**config.mk**
```make
export PLATFORM = sky130hd
export DESIGN_NAME = multilevel_priority_round_robin_top
export DESIGN_NICKNAME = d
export VERILOG_FILES = /design/src/hw/rtl/mpr_pkg.sv /design/src/hw/rtl/multilevel_priority_round_robin_top.sv /design/src/hw/rtl/mpr_mem.sv /design/src/hw/rtl/mpr_addr.sv
export SDC_FILE = /design/constraint.sdc
export NUM_CORES = 1
export LEC_CHECK = 0
export BUFFER_PORTS_ARGS = -buffer_cell sky130_fd_sc_hd__buf_4
export CAP_MARGIN = 25
export CORE_MARGIN = 2
export CORE_UTILIZATION = 50
export DETAILED_ROUTE_END_ITERATION = 8
export PLACE_DENSITY = 0.65
export SYNTH_ARGS = -nofsm -noshare
export SYNTH_HDL_FRONTEND = slang
export SYNTH_SLANG_ARGS = --single-unit
```
**constraint.sdc**
```tcl
create_clock -name clk -period 7.7 [get_ports clk]
set_input_delay 1.155 -clock clk [delete_from_list [all_inputs] [get_ports clk]]
set_output_delay 1.155 -clock clk [all_outputs]
set_load 0.02 [all_outputs]
```
**src/hw/rtl/mpr_pkg.sv**
```systemverilog
package mpr_pkg;

  localparam int NUM_LEVELS  = 4;
  localparam int LEVEL_BITS  = 2;
  localparam int ENTITY_BITS = 8;

  typedef logic [1:0]            func_t;
  typedef logic [LEVEL_BITS-1:0] level_t;
  typedef logic [1:0]            status_t;

  localparam func_t FUNC_ADD    = 2'd0;
  localparam func_t FUNC_REMOVE = 2'd1;
  localparam func_t FUNC_PICK   = 2'd2;
  localparam func_t FUNC_NONE   = 2'd3;

  localparam status_t ST_OK        = 2'd0;
  localparam status_t ST_FULL      = 2'd1;
  localparam status_t ST_NOT_FOUND = 2'd2;
  localparam status_t ST_EMPTY     = 2'd3;

endpackage

```
**src/hw/rtl/multilevel_priority_round_robin_top.sv**
```systemverilog
// Four-level strict-priority run queue, round robin within each level.
// Command channel: present in_func, in_entity_id and in_level with start high;
// the item is taken at a clock edge where start is high and busy is low.
// busy stays high until the item is finished. Each item gives one result:
// out_valid is high for exactly one cycle with out_picked_valid,
// out_picked_id and out_status. The receiver cannot stall; the result is
// in an output register, and busy falls in the same cycle that out_valid
// rises, so a new item may be started while the result is shown.
// One item is in flight at a time.
// An unused code and a pick on an empty scheduler are answered from the idle
// state; add goes through S_ADD, pick through S_PICK_RD and S_PICK_WR, and
// remove through S_SCAN and S_SHIFT. Remove is bound by the ring memory's single
// read port: one entry is read per cycle to search the level, then one entry
// moved per cycle to close the gap. Each level is a ring with its own head
// pointer, so pick rotates the head in one write.
// Reset (rst_n low, synchronous) empties all levels and clears any item in
// progress; the entry memory itself needs no clearing.
module multilevel_priority_round_robin_top #(
  parameter int QUEUE_DEPTH = 16,
  parameter int ID_BITS     = 8
) (
  input  logic                               clk,
  input  logic                               rst_n,
  input  logic                               start,
  output logic                               busy,
  input  mpr_pkg::func_t                     in_func,
  input  logic [mpr_pkg::ENTITY_BITS-1:0]    in_entity_id,
  input  mpr_pkg::level_t                    in_level,
  output logic                               out_valid,
  output logic                               out_picked_valid,
  output logic [mpr_pkg::ENTITY_BITS-1:0]    out_picked_id,
  output mpr_pkg::status_t                   out_status
);

  import mpr_pkg::*;

  localparam int PW        = $clog2(QUEUE_DEPTH);
  localparam int CW        = $clog2(QUEUE_DEPTH + 1);
  localparam int MEM_DEPTH = NUM_LEVELS * QUEUE_DEPTH;
  localparam int AW        = $clog2(MEM_DEPTH);

  localparam logic [CW-1:0] FULL_CNT  = CW'(QUEUE_DEPTH);
  localparam logic [PW-1:0] LAST_SLOT = PW'(QUEUE_DEPTH - 1);

  localparam logic [2:0] S_IDLE    = 3'd0;
  localparam logic [2:0] S_ADD     = 3'd1;
  localparam logic [2:0] S_PICK_RD = 3'd2;
  localparam logic [2:0] S_PICK_WR = 3'd3;
  localparam logic [2:0] S_SCAN    = 3'd4;
  localparam logic [2:0] S_SHIFT   = 3'd5;

  logic [2:0]         state_r, state_nxt;
  logic [CW-1:0]      cnt_r [NUM_LEVELS];
  logic [CW-1:0]      cnt_nxt [NUM_LEVELS];
  logic [PW-1:0]      head_r [NUM_LEVELS];
  logic [PW-1:0]      head_nxt [NUM_LEVELS];
  level_t             lvl_r, lvl_nxt;
  logic [ID_BITS-1:0] id_r, id_nxt;
  logic [CW-1:0]      off_r, off_nxt;
  logic [CW-1:0]      cmp_off_r, cmp_off_nxt;
  logic               have_r, have_nxt;
  logic [AW-1:0]      raddr_prev_r, raddr_prev_nxt;
  logic [AW-1:0]      waddr_r, waddr_nxt;

  logic               out_valid_r, out_valid_nxt;
  logic               out_pv_r, out_pv_nxt;
  logic [ENTITY_BITS-1:0] out_id_r, out_id_nxt;
  status_t            out_st_r, out_st_nxt;

  logic [CW-1:0]      n;
  logic [PW-1:0]      head_cur;
  logic [CW-1:0]      addr_off;
  logic [AW-1:0]      unit_addr;
  logic               mem_we;
  logic [AW-1:0]      mem_waddr;
  logic [ID_BITS-1:0] mem_wdata;
  logic [ID_BITS-1:0] rd_data;
  logic               match;
  logic               last_cmp;
  logic               pick_any;
  level_t             pick_lvl;
  logic               accept;

  assign accept   = start && (state_r == S_IDLE);
  assign busy     = (state_r != S_IDLE);
  assign n        = cnt_r[lvl_r];
  assign head_cur = head_r[lvl_r];
  assign addr_off = ((state_r == S_ADD) || (state_r == S_PICK_WR)) ? n : off_r;
  assign match    = (rd_data == id_r);
  assign last_cmp = (cmp_off_r == (n - CW'(1)));

  mpr_addr #(
    .QUEUE_DEPTH (QUEUE_DEPTH),
    .PW          (PW),
    .CW          (CW),
    .AW          (AW)
  ) u_addr (
    .level  (lvl_r),
    .head   (head_cur),
    .offset (addr_off),
    .addr   (unit_addr)
  );

  mpr_mem #(
    .DEPTH (MEM_DEPTH),
    .WIDTH (ID_BITS),
    .AW    (AW)
  ) u_mem (
    .clk     (clk),
    .wr_en   (mem_we),
    .wr_addr (mem_waddr),
    .wr_data (mem_wdata),
    .rd_addr (unit_addr),
    .rd_data (rd_data)
  );

  // Highest-priority nonempty level: lowest index wins.
  always_comb begin
    pick_any = 1'b0;
    pick_lvl = '0;
    for (int l = NUM_LEVELS - 1; l >= 0; l--) begin
      if (cnt_r[l] != '0) begin
        pick_any = 1'b1;
        pick_lvl = level_t'(l);
      end
    end
  end

  always_comb begin
    state_nxt      = state_r;
    cnt_nxt        = cnt_r;
    head_nxt       = head_r;
    lvl_nxt        = lvl_r;
    id_nxt         = id_r;
    off_nxt        = off_r;
    cmp_off_nxt    = cmp_off_r;
    have_nxt       = have_r;
    raddr_prev_nxt = raddr_prev_r;
    waddr_nxt      = waddr_r;
    out_valid_nxt  = 1'b0;
    out_pv_nxt     = 1'b0;
    out_id_nxt     = '0;
    out_st_nxt     = ST_OK;
    mem_we         = 1'b0;
    mem_waddr      = unit_addr;
    mem_wdata      = id_r;

    case (state_r)
      S_IDLE: begin
        if (accept) begin
          lvl_nxt  = in_level;
          id_nxt   = ID_BITS'(in_entity_id);
          off_nxt  = '0;
          have_nxt = 1'b0;
          case (in_func)
            FUNC_ADD: begin
              state_nxt = S_ADD;
            end
            FUNC_REMOVE: begin
              state_nxt = S_SCAN;
            end
            FUNC_PICK: begin
              if (pick_any) begin
                lvl_nxt   = pick_lvl;
                state_nxt = S_PICK_RD;
              end else begin
                out_valid_nxt = 1'b1;
                out_st_nxt    = ST_EMPTY;
              end
            end
            default: begin
              out_valid_nxt = 1'b1;
              out_st_nxt    = ST_OK;
            end
          endcase
        end
      end

      S_ADD: begin
        out_valid_nxt = 1'b1;
        state_nxt     = S_IDLE;
        if (n == FULL_CNT) begin
          out_st_nxt = ST_FULL;
        end else begin
          mem_we       = 1'b1;
          cnt_nxt[lvl_r] = n + CW'(1);
        end
      end

      S_PICK_RD: begin
        state_nxt = S_PICK_WR;
      end

      S_PICK_WR: begin
        // Copy head to the tail slot, then advance the head.
        mem_we          = 1'b1;
        mem_wdata       = rd_data;
        head_nxt[lvl_r] = (head_cur == LAST_SLOT) ? '0 : (head_cur + PW'(1));
        out_valid_nxt   = 1'b1;
        out_pv_nxt      = 1'b1;
        out_id_nxt      = ENTITY_BITS'(rd_data);
        state_nxt       = S_IDLE;
      end

      S_SCAN: begin
        off_nxt        = off_r + CW'(1);
        cmp_off_nxt    = off_r;
        have_nxt       = (off_r < n);
        raddr_prev_nxt = unit_addr;
        if (have_r && match) begin
          if (last_cmp) begin
            cnt_nxt[lvl_r] = n - CW'(1);
            out_valid_nxt  = 1'b1;
            state_nxt      = S_IDLE;
          end else begin
            // The read in flight is the next slot: start moving entries forward.
            waddr_nxt = raddr_prev_r;
            state_nxt = S_SHIFT;
          end
        end else if ((n == '0) || (have_r && last_cmp)) begin
          out_valid_nxt = 1'b1;
          out_st_nxt    = ST_NOT_FOUND;
          state_nxt     = S_IDLE;
        end
      end

      S_SHIFT: begin
        off_nxt        = off_r + CW'(1);
        cmp_off_nxt    = off_r;
        have_nxt       = (off_r < n);
        raddr_prev_nxt = unit_addr;
        mem_we         = 1'b1;
        mem_waddr      = waddr_r;
        mem_wdata      = rd_data;
        waddr_nxt      = raddr_prev_r;
        if (last_cmp) begin
          cnt_nxt[lvl_r] = n - CW'(1);
          out_valid_nxt  = 1'b1;
          state_nxt      = S_IDLE;
        end
      end

      default: begin
        state_nxt = S_IDLE;
      end
    endcase
  end

  always_ff @(posedge clk) begin
    if (!rst_n) begin
      state_r     <= S_IDLE;
      out_valid_r <= 1'b0;
      have_r      <= 1'b0;
      for (int l = 0; l < NUM_LEVELS; l++) begin
        cnt_r[l]  <= '0;
        head_r[l] <= '0;
      end
    end else begin
      state_r     <= state_nxt;
      out_valid_r <= out_valid_nxt;
      have_r      <= have_nxt;
      cnt_r       <= cnt_nxt;
      head_r      <= head_nxt;
    end
  end

  always_ff @(posedge clk) begin
    lvl_r        <= lvl_nxt;
    id_r         <= id_nxt;
    off_r        <= off_nxt;
    cmp_off_r    <= cmp_off_nxt;
    raddr_prev_r <= raddr_prev_nxt;
    waddr_r      <= waddr_nxt;
    out_pv_r     <= out_pv_nxt;
    out_id_r     <= out_id_nxt;
    out_st_r     <= out_st_nxt;
  end

  assign out_valid        = out_valid_r;
  assign out_picked_valid = out_pv_r;
  assign out_picked_id    = out_id_r;
  assign out_status       = out_st_r;

  a_done_has_result: assert property (@(posedge clk) disable iff (!rst_n)
    ($past(rst_n) && $fell(busy)) |-> out_valid)
    else $error("item finished without a result");

  a_unused_code: assert property (@(posedge clk) disable iff (!rst_n)
    (start && !busy && (in_func == FUNC_NONE)) |=>
      (out_valid && (out_status == ST_OK) && !out_picked_valid))
    else $error("unused code did not answer at once");

  a_pick_empty: assert property (@(posedge clk) disable iff (!rst_n)
    (start && !busy && (in_func == FUNC_PICK) && !pick_any) |=>
      (out_valid && (out_status == ST_EMPTY) && !out_picked_valid))
    else $error("pick on empty scheduler not flagged");

  a_pick_status: assert property (@(posedge clk) disable iff (!rst_n)
    (out_valid && out_picked_valid) |-> (out_status == ST_OK))
    else $error("picked id with error status");

  for (genvar g = 0; g < NUM_LEVELS; g++) begin : g_cnt_chk
    a_cnt_bound: assert property (@(posedge clk) disable iff (!rst_n)
      (cnt_r[g] <= FULL_CNT))
      else $error("level count beyond queue depth");
  end

endmodule

```
**src/hw/rtl/mpr_mem.sv**
```systemverilog
module mpr_mem #(
  parameter int DEPTH = 64,
  parameter int WIDTH = 8,
  parameter int AW    = 6
) (
  input  logic             clk,
  input  logic             wr_en,
  input  logic [AW-1:0]    wr_addr,
  input  logic [WIDTH-1:0] wr_data,
  input  logic [AW-1:0]    rd_addr,
  output logic [WIDTH-1:0] rd_data
);

  logic [WIDTH-1:0] mem [DEPTH];
  logic [WIDTH-1:0] rd_data_r;

  always_ff @(posedge clk) begin
    if (wr_en) begin
      mem[wr_addr] <= wr_data;
    end
  end

  always_ff @(posedge clk) begin
    rd_data_r <= mem[rd_addr];
  end

  assign rd_data = rd_data_r;

endmodule

```
**src/hw/rtl/mpr_addr.sv**
```systemverilog
module mpr_addr #(
  parameter int QUEUE_DEPTH = 16,
  parameter int PW          = 4,
  parameter int CW          = 5,
  parameter int AW          = 6
) (
  input  mpr_pkg::level_t level,
  input  logic [PW-1:0]   head,
  input  logic [CW-1:0]   offset,
  output logic [AW-1:0]   addr
);

  logic [AW-1:0] sum;
  logic [AW-1:0] wrapped;
  logic [AW-1:0] base;

  // Slot position relative to the level's head, wrapped round the ring.
  always_comb begin
    sum     = AW'(head) + AW'(offset);
    wrapped = (sum >= AW'(QUEUE_DEPTH)) ? (sum - AW'(QUEUE_DEPTH)) : sum;
    base    = AW'(level) * AW'(QUEUE_DEPTH);
    addr    = base + wrapped;
  end

endmodule
```
==> Yosys cells after proc, flatten, opt, wreduce, memory -nomap -nowiden <==
Memory sizes are Yosys's and may differ from the RTL's. A register that Yosys moved wholly into a read port is not among the register bits.
Index checks and enable logic that the tools add are counted.
{ "op_classes": {"addsub": 7, "n_lt_le_gt_ge": 4, "n_eq_ne": 19, "muxes": 66, "n_bitwise": 1, "n_reduce_logical": 26} }
{ "op_table": {"columns": ["operator", "n"], "rows": [
  ["$mux 20", 3],
  ["$pmux 20 s3", 1],
  ["$bwmux 20", 2],
  ["$mux 5", 5],
  ["$mux 6", 4],
  ["$mux 2", 11],
  ["$reduce_bool 5->1", 4],
  ["$mux 3", 6],
  ["$bwmux 16", 1],
  ["$mux 4", 4],
  ["$mux 1", 15],
  ["$pmux 3 s4", 1],
  ["$pmux 6 s2", 1],
  ["$add 5x1->5 const B", 2],
  ["$bmux 5 s2", 1],
  ["$demux 5 s2", 1],
  ["$ne 2x2->1 const B", 5],
  ["$pmux 5 s2", 1],
  ["$pmux 3 s3", 1],
  ["$bmux 4 s2", 1],
  ["$demux 4 s2", 1],
  ["$eq 8x8->1", 1],
  ["$mux 8", 1],
  ["$reduce_or 2->1", 4],
  ["other kinds (33)", 46]
]} }
{ "word_totals": {"register_bits": 84, "ram_bits": 512, "in_bits": 15, "output_inout_bits": 13, "word_cells": 144, "n_memories": 1} }
{ "memory_table": {"columns": ["name", "depth", "word_bits", "read_ports", "rd_clocked_by_memory_dff", "wr", "line_no", "rtl"], "rows": [
  ["u_mem.mem", 64, 8, 1, 1, 1, "mpr_mem.sv:14", "logic [WIDTH-1:0] mem [DEPTH];"]
]} }

==> Longest topological paths before layout <==
Gate-level depths: netlist of the first run.
{ "logic_depth": {"word_depth": 11, "ltp_mapped": 19, "mapped_depth_nobuf": 16} }

==> Hierarchy <==
From an unflattened synthesis of the first run, not the netlist that was laid out.
{ "unflattened": {"hier_cells": 1344, "hier_area_um2": 24542.3} }
{ "modules_own_cells": {"columns": ["mod", "n_inst", "cells_each", "area_each_um2", "seq_area_each_um2"], "rows": [
  ["mpr_mem", 1, 940, 20166.8, 15534.9],
  ["multilevel_priority_round_robin_top", 1, 386, 4199.0, 2001.9],
  ["mpr_addr", 1, 18, 176.4, 0.0]
]} }

==> Worst setup path before layout of the first run <==
Ideal clock, no wire load.
{ "synth_path": {"path_type": "flip-flop to flip-flop", "from": "register lvl_r[0]", "to": "memory u_mem.mem[44][0] (enable)", "setup_ns": 0.383, "arrival_time_ns": 4.407, "required_time_ns": 7.317, "slack_ns": 2.909, "stages_incl_launch_ff": 16, "n_path_buf": 5, "synth_period_minus_slack_ns": 4.791, "cell_sequence": "edfxtp_1 > buf_6 > mux4_2 > inv_1 > o21ai_0 > ha_1 > inv_1 > fa_1 > clkbuf_1 > buf_1 > buf_1 > clkbuf_1 > inv_1 > o31ai_1 > nand2_1 > nor3_1"} }
{ "synth_between": {"elab_chain_cells": 10, "word_cells_on_any_way": 19, "classes_between": "add/sub: 3; order compare: 1; eq/ne: 1; mux: 13; bitwise: 1"} }
{ "synth_rtl": {"columns": ["element", "line_no", "rtl"], "rows": [
  ["start: declaration", "multilevel_priority_round_robin_top.sv:57", "level_t lvl_r, lvl_nxt;"],
  ["start signal: assignment", "multilevel_priority_round_robin_top.sv:268", "lvl_r <= lvl_nxt;"],
  ["$not 2->3 (implied by the code) *", "multilevel_priority_round_robin_top.sv:86, multilevel_priority_round_robin_top.sv:87", null],
  ["$bmux 5 s2", "multilevel_priority_round_robin_top.sv:86", "assign n = cnt_r[lvl_r];"],
  ["$mux 5 (implied by the code) (2 in a row)", "multilevel_priority_round_robin_top.sv:86", null],
  ["$mux 5", "multilevel_priority_round_robin_top.sv:88", "assign addr_off = ((state_r == S_ADD) || (state_r == S_PICK_WR)) ? n : off_r;"],
  ["$add 4x5->6 *", "mpr_addr.sv:19", "sum = AW'(head) + AW'(offset);"],
  ["$sub 6x5->6 / $ge 6x5->1 (equally long branches)", "mpr_addr.sv:20", "wrapped = (sum >= AW'(QUEUE_DEPTH)) ? (sum - AW'(QUEUE_DEPTH)) : sum;"],
  ["$mux 6 *", "mpr_addr.sv:20", null],
  ["$add 6x6->6 *", "mpr_addr.sv:22", "addr = base + wrapped;"],
  ["net u_addr.addr[1]", "mpr_addr.sv:10", "output logic [AW-1:0] addr"],
  ["$mux 6 *", "multilevel_priority_round_robin_top.sv:148", "case (state_r)"],
  ["end: declaration", "mpr_mem.sv:14", null]
]} }
The timed path passes the listed nets; every way through them passes the cells marked *. The select of a mux whose other input is x is not followed.

==> Worst setup path in the final report of the first run <==
{ "layout_path": {"from": "register lvl_r[0]", "to": "memory u_mem.mem[21][3] (enable)"} }
{ "layout_between": {"elab_chain_cells": 10, "word_cells_on_any_way": 19, "classes_between": "add/sub: 3; order compare: 1; eq/ne: 1; mux: 13; bitwise: 1"} }
{ "layout_rtl": {"columns": ["element", "line_no"], "rows": [
  ["$not 2->3 (implied by the code)", "multilevel_priority_round_robin_top.sv:86, multilevel_priority_round_robin_top.sv:87"],
  ["$bmux 5 s2", "multilevel_priority_round_robin_top.sv:86"],
  ["$mux 5 (implied by the code) (2 in a row)", "multilevel_priority_round_robin_top.sv:86"],
  ["$mux 5", "multilevel_priority_round_robin_top.sv:88"],
  ["$add 4x5->6", "mpr_addr.sv:19"],
  ["$sub 6x5->6 / $ge 6x5->1 (equally long branches)", "mpr_addr.sv:20"],
  ["$mux 6", "mpr_addr.sv:20"],
  ["$add 6x6->6 *", "mpr_addr.sv:22"],
  ["net u_addr.addr[4]", "mpr_addr.sv:10"],
  ["$mux 6 *", "multilevel_priority_round_robin_top.sv:148"]
]} }
Marked as above.

==> results of run 1 <==
[layer usage]
metal	vias to the layer above	wire length, microns
li1	5193	-
met1	6339	22800
met2	401	24600
met3	80	3300
met4	0	1100
met5	-	0
[layout by cell type (no fill, tap or decap), drive strengths merged, types with 5 or more instances in the layout]
master / n
a21oi: 8
xnor2: 23
o31ai: 5
nor2: 51
dfxtp: 60
bufinv: 13
mux2i: 41
nand3: 10
nor2b: 12
clkbuf: 69
and3: 11
buf: 73
nand2: 62
clkinv: 24
mux4: 173
edfxtp: 544
mux2: 9
nor3: 43
o21ai: 11
or4: 6
ha: 18
o211a: 8
nand2b: 5
inv: 23
xor2: 5
[power by group through the flow]
stage                     Combinational [mW]  Clock [mW]  Sequential (mW)
after floorplan                        0.655           0             3.78
after global placement                 0.939           0             3.81
after detailed placement               0.960           0             3.81
after CTS                              0.962        3.08             3.74
after global routing                    1.01        3.19             3.74
final                                  0.946        3.02             3.74
[layout make-up]
class | count | area (sq um)
sequential | 604 | 17500
multi-input combinational | 549 | 6470
fill | 3457 | 20300
tap | 615 | 769
timing repair buffer | 75 | 641
clock buffer | 67 | 1490
clock inverter | 42 | 554
inverter | 22 | 82.6
[synthesized netlist by cell type (2+ instances only)]
cell and n:
a21o_1 3, mux4_2 173, o21a_1 3, and3_1 11, xor2_1 5, or4_1 5
edfxtp_1 544, buf_2 8, o31a_1 2, a21oi_1 8, nand4_1 2, nor2_1 51
and2_1 3, nand2b_1 5, mux2_2 9, a32oi_1 2, o211a_1 8, buf_6 2
o32a_1 2, nand2_1 62, o21ai_0 10, inv_1 21, mux2i_1 41, nand3_1 10
a211oi_1 2, nand3b_1 2, o211ai_1 3, o22ai_1 2, nor3_1 39, or3_1 3
xnor2_1 23, o31ai_1 5, dfxtp_1 60, nor3_2 3, nor2b_1 12, ha_1 18
clkbuf_1 37, a31oi_1 3, buf_1 11, o221ai_1 2
[per-stage QoR]
stage | utilization | setup WS [ps]
detailed placement | 0.533 | 1900
global placement | 0.530 | 2130
finish | 0.576 | 2140
CTS | 0.575 | 1980
floorplan | - | 2910
global route | 0.576 | 1650
[worst max path at each step]
stage	startpoint	to	slack, ps
6_report	lvl_r[0]	u_mem.mem[21][3]	2140
5_1_grt	lvl_r[0]	u_mem.mem[21][3]	1650
4_1_cts	lvl_r[0]	u_mem.mem[38][4]	1980
3_5_place_dp	lvl_r[0]	u_mem.mem[38][1]	1900
3_3_place_gp	lvl_r[0]	u_mem.mem[39][7]	2130
2_1_floorplan	lvl_r[0]	u_mem.mem[44][0]	2910
[logic make-up (layout without fill, tap and decap cells)]
kind of cell / count (synthesis) / after routing / synth area share
and+or+nand+nor: 216 / 216 / 0.0436
adders and majority gates: 19 / 19 / 0.0101
muxes: 223 / 223 / 0.181
buffers and inverters: 81 / 206 / 0.0140
AOI/OAI and AO/OA: 63 / 63 / 0.0189
xor gates and xnor gates: 28 / 28 / 0.0101
DFF: 604 / 604 / 0.722
[state kept, by name (all words and copies together) (netlist names), 2 cells and up]
signal	cells
cnt_r	20
lvl_r	2
out_picked_id	8
off_r	5
u_mem.mem	512
cmp_off_r	5
head_r	16
out_status	2
state_r	3
u_mem.rd_data	8
waddr_r	6
id_r	8
raddr_prev_r	6
[critical path, cell delays in order (launching register included)]
cell	delay, ps
edfxtp_1	820
mux4_2	670
inv_1	160
o21ai_0	140
ha_1	300
a21o_1	180
a21oi_1	300
nor3_1	90
o21a_1	180
ha_1	690
nand2_1	240
o32ai_1	190
o211ai_1	360
nor2_1	820
==> qor.csv, run 1 <==
stage;metric;value;unit
status;status;complete, no violations;
place;Placed Instances;1863;
run;Max Cap Viol;0;
setup_path;Worst setup SP type;flip-flop;
sta;Final TNS setup;0;ps
grt;global routing usage on met1;0.309;
power_and_ir_drop;maximum VDD drop;0.194;mV
place;Area after DPL;0.0255;sq mm
setup_path;reg2reg setup slack;2140;ps
synthesis;post-synthesis instance area;0.0243;sq mm
route;detailed-route via count;12000;
grt;global route overflow;0;
sta;minimum clock period;5560;ps
synthesis;flops & latches, synth;604;
sta;Final setup viols;0;
synthesis;fraction of registers with async set/reset;0;
clock_network;Skew-Pair Late Insertion Delay;620;ps
worst_hold_path;hold path endpoint;waddr_r[3];
sta;Hold Slack;420;ps
setup_path;R2R Path Start;lvl_r[0];
place;Final HPWL DP;32600;microns
grt;initial antenna violation count;3;
floorplan;DIE HEIGHT;224;microns
sta;FMAX;180;MHz
layout;layout cell share with drive strength beyond 1;0.264;
grt;Tot GR Track Use;0.211;
power_and_ir_drop;Clock power frac;0.392;
clock_network;Reg clk slew, reported paths;60;ps
power_and_ir_drop;Power Total;7.70;mW
route;final WL;51700;microns
grt;first-pass GRT wire length;78400;microns
sta;Worst-Margin Slew;926;ps
clock_network;Post-CTS Resized;0;
place;I/O Buffers;27;
setup_path;critical path required time;7930;ps
grt;met3 Use GR;0.0383;
power_and_ir_drop;combinational power share;0.123;
clock_network;cts bufs inserted;58;
sta;Max-Slew Margin vs Limit;0.380;
floorplan;# rows;80;
floorplan;die area;0.0504;sq mm
clock_network;CTS tree;built;
sta;Slew Limit Fails;0;
route;vias per cell;6.09;
setup_path;r2r endpoint;u_mem.mem[21][3];
route;DRC viols;0;
worst_hold_path;worst hold-check path type;reg -> reg;
clock_network;CTS max path bufs;3;
power_and_ir_drop;P_sw;1.79;mW
synthesis;Seq/Total Area, Yosys;0.722;
synthesis;mean post-synth cell area;19.7;sq um
synthesis;Yosys warning count;0;
synthesis;number of flops mapped to enable cells by yosys;544;
layout;antenna diode count;0;
power_and_ir_drop;pwr dens;280;mW/mm^2
power_and_ir_drop;Power Internal;5.92;mW
setup_path;CP Data Arrival Time;5790;ps
layout;Finished Cell Area;0.0275;sq mm
route;DRT iter0 DRCs;1231;
power_and_ir_drop;Seq pwr share;0.485;
worst_hold_path;hold path cells;0;
synthesis;top cell type's share of synthesized area;0.672;
route;Pre-antenna DRT Iters;5;
grt;met2 Use GR;0.333;
setup_path;Critical Path Fanout Max;15;
synthesis;predominant post-synthesis flop cell;edfxtp_1;
setup_path;kind of critical path;reg -> reg;
grt;busiest grt layer;met2;
clock_network;H-tree depth;2;
floorplan;Starting Density;0.508;
power_and_ir_drop;leakage power total;8.97;nW
clock_network;CTS sink cnt;604;
sta;Final Hold Vio Count;0;
power_and_ir_drop;Sw Share;0.232;
synthesis;cells after synthesis;1234;
floorplan;Die Wd;224;microns
grt;vias in the first global route;12200;
worst_hold_path;min-delay src;raddr_prev_r[3];
sta;fin crit share;0.722;
floorplan;core area;0.0478;sq mm
route;Post-DRT Antenna Nets;0;
place;Final Wtd Congestion;0.810;
setup_path;worst r2r path cells;13;
synthesis;count of different cell masters after synthesis;59;
grt;largest net degree at the start of global routing;65;
sta;clk_skew;23.5;ps
synthesis;Area contributors post-synth;edfxtp_1 (67%), mux4_2 (16%), dfxtp_1 (4.9%);
setup_path;Crit. End Element;flip-flop;
synthesis;syn nets;1268;
sta;RSZ-0062 raised after global routing;false;
clock_network;Post-CTS Setup Inserts;0;
layout;P&R area growth vs syn;13.4;%
synthesis;cell taking the most area after synthesis;edfxtp_1;
clock_network;Clock Tree Root;clkbuf_16;
layout;Finished Layout Cells;1974;
route;wire per inst;26.2;microns
floorplan;Ports;28;
clock_network;cts hold-fix bufs;0;
layout;nets;1344;
Note: power is estimated with default switching activity, not from simulation.
==> run 2, diff against run 1 <==
--- a/config.mk
+++ b/config.mk
@@ -5,12 +5,13 @@
 export SDC_FILE = /design/constraint.sdc
 export NUM_CORES = 1
 export LEC_CHECK = 0
+export ABC_AREA = 1
 export BUFFER_PORTS_ARGS = -buffer_cell sky130_fd_sc_hd__buf_4
 export CAP_MARGIN = 25
 export CORE_MARGIN = 2
 export CORE_UTILIZATION = 50
 export DETAILED_ROUTE_END_ITERATION = 8
-export PLACE_DENSITY = 0.65
+export PLACE_DENSITY = 0.68
 export SYNTH_ARGS = -nofsm -noshare
 export SYNTH_HDL_FRONTEND = slang
 export SYNTH_SLANG_ARGS = --single-unit
==> constraint.sdc (replaced) <==
create_clock -name clk -period 5.07 [get_ports clk]
set_input_delay 0.7605 -clock clk [delete_from_list [all_inputs] [get_ports clk]]
set_output_delay 0.7605 -clock clk [all_outputs]
set_load 0.02 [all_outputs]
==> run 2 against run 1 <==
  * Synthesized cell count up 78%
  * Final area up 4.1%
  * Final cell count up 51%
  * Critical path depth up 7
  * Critical path type unchanged
  * Critical endpoint is now u_mem.mem[20][2]
  * Highest routed layer unchanged
==> qor.csv, run 2 <==
stage;metric;value;unit
setup_path;R2R Path Start;lvl_r[0];
clock_network;Reg clk slew, reported paths;60;ps
synthesis;post-synthesis instance area;0.0252;sq mm
floorplan;Die Wd;229;microns
synthesis;mean post-synth cell area;11.5;sq um
route;detailed-route via count;17600;
synthesis;number of flops mapped to enable cells by yosys;544;
floorplan;Starting Density;0.505;
layout;P&R area growth vs syn;13.6;%
setup_path;worst r2r path cells;20;
clock_network;CTS max path bufs;3;
sta;Slew Limit Fails;0;
floorplan;die area;0.0523;sq mm
setup_path;CP Data Arrival Time;5070;ps
synthesis;cells after synthesis;2191;
clock_network;cts hold-fix bufs;0;
sta;Max-Slew Margin vs Limit;0.321;
grt;global route overflow;0;
power_and_ir_drop;Power Internal;10.8;mW
clock_network;H-tree depth;2;
power_and_ir_drop;pwr dens;642;mW/mm^2
sta;Final setup viols;0;
run;Max Cap Viol;0;
clock_network;CTS sink cnt;604;
grt;Tot GR Track Use;0.248;
synthesis;fraction of registers with async set/reset;0;
setup_path;most common cell type on the critical path;inv_1;
sta;FMAX;208;MHz
worst_hold_path;hold path cells;1;
clock_network;Post-CTS Resized;0;
power_and_ir_drop;maximum VDD drop;0.408;mV
power_and_ir_drop;Sw Share;0.413;
setup_path;worst path cell trace;inv_4, nand2_1, inv_1, a22oi_1, and2_1, inv_1, ha_4, inv_1, fa_4, nor2_1, a211oi_1, inv_1, o211a_1, ha_1, xor2_1, or2_1, nand3_2, nand2_2, nand3_2, nor2_1;
clock_network;CTS tree;built;
sta;Final Hold Vio Count;0;
setup_path;max incr delay on CP;590;ps
floorplan;core area;0.0500;sq mm
floorplan;Ports;28;
place;I/O Buffers;27;
layout;Finished Layout Cells;2981;
layout;commonest non-fill, non-tap cell in the layout;edfxtp_1;
layout;post-layout util;0.574;
layout;Biggest register;u_mem.mem;
route;DRT iter0 DRCs;2241;
route;final WL;65300;microns
floorplan;# rows;82;
synthesis;top cell type's share of synthesized area;0.647;
power_and_ir_drop;combinational power share;0.411;
route;Pre-antenna DRT Iters;6;
clock_network;Skew-Pair Late Insertion Delay;640;ps
setup_path;Crit. Startpoint;lvl_r[0];
route;Post-DRT Antenna Nets;0;
synthesis;count of different cell masters after synthesis;53;
place;dpl ws;348;ps
synthesis;Seq/Total Area, Yosys;0.695;
setup_path;critical path required time;5330;ps
synthesis;Yosys warning count;0;
layout;commonest cells after routing, fill and taps aside;edfxtp_1 (544), nor2_1 (440), o21ai_0 (314), nand2_1 (220), buf_4 (118);
grt;initial antenna violation count;0;
layout;nets;2294;
grt;first-pass GRT wire length;99200;microns
place;Final Wtd Congestion;0.923;
floorplan;DIE HEIGHT;229;microns
route;wire per inst;21.9;microns
sta;fin crit share;0.949;
setup_path;reg2reg setup slack;260;ps
clock_network;Post-CTS Setup Inserts;0;
sta;Hold Slack;307;ps
worst_hold_path;worst hold-check path type;in -> reg;
power_and_ir_drop;leakage power total;10.0;nW
power_and_ir_drop;Clock power frac;0.239;
synthesis;cell with the most instances after synthesis;edfxtp_1;
synthesis;most frequent cells after synthesis;edfxtp_1 (544), nor2_1 (441), o21ai_0 (322);
synthesis;cell taking the most area after synthesis;edfxtp_1;
synthesis;Area contributors post-synth;edfxtp_1 (65%), nor2_1 (6.6%), o21ai_0 (6.4%);
clock_network;cts bufs inserted;60;
clock_network;Clock Tree Root;clkbuf_16;
power_and_ir_drop;Seq pwr share;0.350;
sta;Worst-Margin Slew;1010;ps
sta;RSZ-0062 raised after global routing;false;
place;Placed Instances;2868;
layout;top flop regs;u_mem.mem: 512 flops, cnt_r: 20 flops, head_r: 16 flops;
worst_hold_path;min-delay src;in_entity_id[4];
setup_path;kind of critical path;reg -> reg;
synthesis;predominant post-synthesis flop cell;edfxtp_1;
setup_path;Slowest-stage cell, CP;edfxtp_1;
layout;antenna diode count;0;
route;DRC viols;0;
setup_path;r2r endpoint;u_mem.mem[20][2];
layout;Largest register FFs;512;
worst_hold_path;hold path endpoint;id_r[4];
grt;vias in the first global route;16800;
layout;layout cell share with drive strength beyond 1;0.126;
setup_path;Crit. End Element;flip-flop;
grt;largest net degree at the start of global routing;160;
place;Final HPWL DP;40000;microns
synthesis;flops & latches, synth;604;
synthesis;syn nets;2225;
sta;final worst setup slack;259;ps
sta;clk_skew;25.4;ps
route;vias per cell;5.90;
sta;Final TNS setup;0;ps
power_and_ir_drop;P_sw;7.60;mW
sta;minimum clock period;4810;ps
setup_path;Worst setup SP type;flip-flop;
status;status;complete, no violations;
setup_path;Critical Path Fanout Max;10;
run 2: cell count changes in the layout (fill, tap and decap cells not counted), moves of 16 or more:
cell / before / now
nor2_1: 51 / 440
o21ai_0: 10 / 314
mux4_2: 173 / 0
nand2_1: 62 / 220
o22ai_1: 2 / 100
inv_1: 21 / 84
buf_4: 62 / 118
nand3_1: 10 / 59
mux2i_1: 41 / 0
nor3_1: 37 / 1
o21ai_1: 1 / 36
a21oi_1: 8 / 41
o221ai_1: 2 / 32
xnor2_1: 20 / 4
run 2: area by class of cell:
cell class | count | area [sq um]
clock inverter | 38 | 379
inverter | 101 | 389
timing repair buffer | 125 | 1020
clock buffer | 73 | 1570
multi-input combinational | 1368 | 6930
sequential | 604 | 17500
fill | 4018 | 21300
tap | 672 | 841
run 2: logic make-up (layout without fill, tap and decap cells):
kind of cell,Yosys count,after routing,share of synthesized area
adder cells (fa/ha/maj),19,19,0.00972
buffers and inverters,219,337,0.0352
XOR/XNOR,11,11,0.00382
AND/OR/NAND/NOR,784,784,0.134
AO/OA/AOI/OAI,554,554,0.122
flip-flops,604,604,0.695
run 2: worst max-delay path: cells and delay by family (launching register included):
kind | cells | cell delay (ps)
flops | 1 | 590
compound gates | 3 | 300
xor+xnor | 1 | 280
buf+inv | 5 | 690
simple gates | 8 | 1750
fa+ha+maj | 3 | 820
run 2: power groups by stage:
stage	Clock, mW	Sequential, mW	Combinational (mW)
2_1_floorplan	0	6.53	4.80
3_3_place_gp	0	6.53	7.24
3_5_place_dp	0	6.53	7.38
4_1_cts	4.46	6.43	7.41
5_1_grt	4.64	6.45	8.23
6_report	4.40	6.43	7.56
run 2: worst max path at each step:
stage	endpoint	slack, ps	cells past startpoint
floorplan	u_mem.mem[0][3]	570	7
global placement	u_mem.mem[18][0]	410	19
detailed placement	u_mem.mem[20][6]	350	20
CTS	u_mem.mem[20][2]	310	20
global route	u_mem.mem[20][2]	4	19
finish	u_mem.mem[20][2]	260	20
run 2: stage by stage:
stage	area, sq um	power [mW]
finish	28700	18.4
global route	28700	19.3
CTS	28600	18.3
detailed placement	26700	13.9
global placement	26700	13.8
floorplan	25200	11.3
run 2: per-layer routing:
metal	wire [microns]	vias to the layer above	part of all wire	global-route usage
met5	0	-	0	0
li1	-	8000	-	-
met3	6170	140	0.095	0.0443
met1	26400	8487	0.40	0.340
met4	2110	0	0.032	0.0858
met2	30600	946	0.47	0.400
==> run 3, diff against run 2 <==
--- a/config.mk
+++ b/config.mk
@@ -5,7 +5,7 @@
 export SDC_FILE = /design/constraint.sdc
 export NUM_CORES = 1
 export LEC_CHECK = 0
-export ABC_AREA = 1
+export ABC_AREA = 0
 export BUFFER_PORTS_ARGS = -buffer_cell sky130_fd_sc_hd__buf_4
 export CAP_MARGIN = 25
 export CORE_MARGIN = 2
==> run 3 against run 2 <==
  * Largest power group is now registers
  * Sequential power shrank 12%
  * Critical path depth shrank 9
  * Final area shrank 2.9%
  * Clock-buffer cell count grew 2
  * First-iteration DRC count shrank 43%
  * Via count shrank 30%
  * Die area shrank 3.7%
==> qor.csv, run 3 (synthesis results as in run 1) <==
stage;metric;value;unit
clock_network;Post-CTS Setup Inserts;0;
floorplan;# rows;80;
route;DRC viols;0;
clock_network;Skew-Pair Late Insertion Delay;610;ps
run;Max Cap Viol;0;
place;Final HPWL DP;34200;microns
place;Final Wtd Congestion;0.827;
place;dpl ws;296;ps
setup_path;Critical Path Fanout Max;28;
layout;top flop regs;u_mem.mem: 512 flops, cnt_r: 20 flops, head_r: 16 flops;
route;detailed-route via count;12200;
sta;RSZ-0062 raised after global routing;false;
route;Post-DRT Antenna Nets;0;
sta;Worst-Margin Slew;839;ps
setup_path;Crit. End Element;flip-flop;
layout;area of the multi-input gates;0.00646;sq mm
clock_network;CTS sink cnt;604;
grt;initial antenna violation count;0;
route;DRT iter0 DRCs;1284;
layout;post-layout util;0.582;
power_and_ir_drop;leakage power total;9.21;nW
setup_path;CP Data Arrival Time;5100;ps
route;Pre-antenna DRT Iters;5;
grt;global route overflow;0;
clock_network;Reg clk slew, reported paths;60;ps
layout;Biggest register;u_mem.mem;
status;status;complete, no violations;
layout;Filler Cells Inserted;3510;
layout;commonest non-fill, non-tap cell in the layout;edfxtp_1;
layout;Finished Cell Area;0.0278;sq mm
floorplan;die area;0.0504;sq mm
clock_network;Post-CTS Resized;0;
clock_network;H-tree depth;2;
grt;first-pass GRT wire length;78500;microns
sta;final worst setup slack;265;ps
clock_network;CTS max path bufs;3;
clock_network;CTS tree;built;
setup_path;worst r2r path cells;11;
floorplan;DIE HEIGHT;224;microns
sta;Slew Limit Fails;0;
sta;clk_skew;18.7;ps
power_and_ir_drop;pwr dens;409;mW/mm^2
power_and_ir_drop;maximum VDD drop;0.320;mV
route;vias per cell;6.03;
sta;Final Hold Vio Count;0;
floorplan;core area;0.0478;sq mm
grt;vias in the first global route;12200;
setup_path;kind of critical path;reg -> reg;
place;Area after DPL;0.0260;sq mm
setup_path;critical path required time;5370;ps
clock_network;cts bufs inserted;59;
sta;Final TNS setup;0;ps
layout;Largest register FFs;512;
sta;Final setup viols;0;
floorplan;Ports;28;
layout;layout cell share with drive strength beyond 1;0.289;
grt;largest net degree at the start of global routing;53;
grt;Tot GR Track Use;0.211;
worst_hold_path;hold path cells;1;
sta;fin crit share;0.948;
sta;Max-Slew Margin vs Limit;0.437;
floorplan;Die Wd;224;microns
setup_path;Worst setup SP type;flip-flop;
place;I/O Buffers;27;
route;final WL;51600;microns
route;wire per inst;25.4;microns
layout;commonest cells after routing, fill and taps aside;edfxtp_1 (544), mux4_2 (173), buf_4 (119), nand2_1 (62), clkbuf_16 (61);
layout;P&R area growth vs syn;14.6;%
clock_network;Clock Tree Root;clkbuf_16;
layout;nets;1400;
sta;FMAX;208;MHz
layout;antenna diode count;0;
floorplan;Starting Density;0.508;
power_and_ir_drop;Power Total;11.4;mW
sta;minimum clock period;4810;ps
clock_network;cts hold-fix bufs;0;
layout;register area;0.0175;sq mm
worst_hold_path;worst hold-check path type;in -> reg;
## run 3: cell types whose count changed in the layout (fill, tap and decap cells not counted), moves of 41 or more
cell     delta
nand3_1    -49
nand2_1   -158
mux2i_1    +41
o22ai_1    -98
o21ai_0   -304
mux4_2    +173
inv_1      -63
nor2_1    -389
## run 3: stage by stage
| step | hold slack, ps | instances |
|---|---|---|
| after global routing | 304 | 2029 |
| after detailed placement | 411 | 1920 |
| after global placement | 403 | 1916 |
| final | 331 | 2029 |
| after floorplan | 400 | 1234 |
| after CTS | 296 | 2029 |
## run 3: path summary, 6_finish.rpt
kind                    from               end  slack [ps]
min reg2reg  raddr_prev_r[4]        waddr_r[4]         420
max                 lvl_r[0]  u_mem.mem[48][7]         260
max reg2reg         lvl_r[0]  u_mem.mem[48][7]         260
min          in_entity_id[2]           id_r[2]         330
## run 3: power by group
| part | internal, mW | switching, mW | total [mW] |
|---|---|---|---|
| clock | 2.44 | 1.79 | 4.23 |
| sequential | 5.59 | 0.0792 | 5.67 |
| combinational | 0.665 | 0.819 | 1.48 |
| total | 8.69 | 2.69 | 11.4 |
## run 3: metal layers
metal  global-route usage  part of all wire  routed length [microns]
met1                0.303              0.43                    22100
met2                0.337              0.48                    24800
met3               0.0431             0.071                     3680
met4               0.0491             0.020                     1010
met5                    0                 0                        0
## run 3: area by class of cell
class	instances	share of cell area
Clock buffer	75	0.0578
Clock inverter	34	0.00980
Inverter	22	0.00297
Multi-Input combinational cell	549	0.232
Sequential cell	604	0.630
Tap cell	615	0.0276
Timing Repair Buffer	130	0.0400
## run 3: worst max-delay path: stages (launching register included)
cell	delay [ps]
edfxtp_1	450
mux4_2	490
inv_1	130
o21ai_0	340
ha_4	190
inv_1	50
fa_4	1180
inv_1	170
o31ai_1	330
nand2_1	460
nor3_1	420
buf_4	250
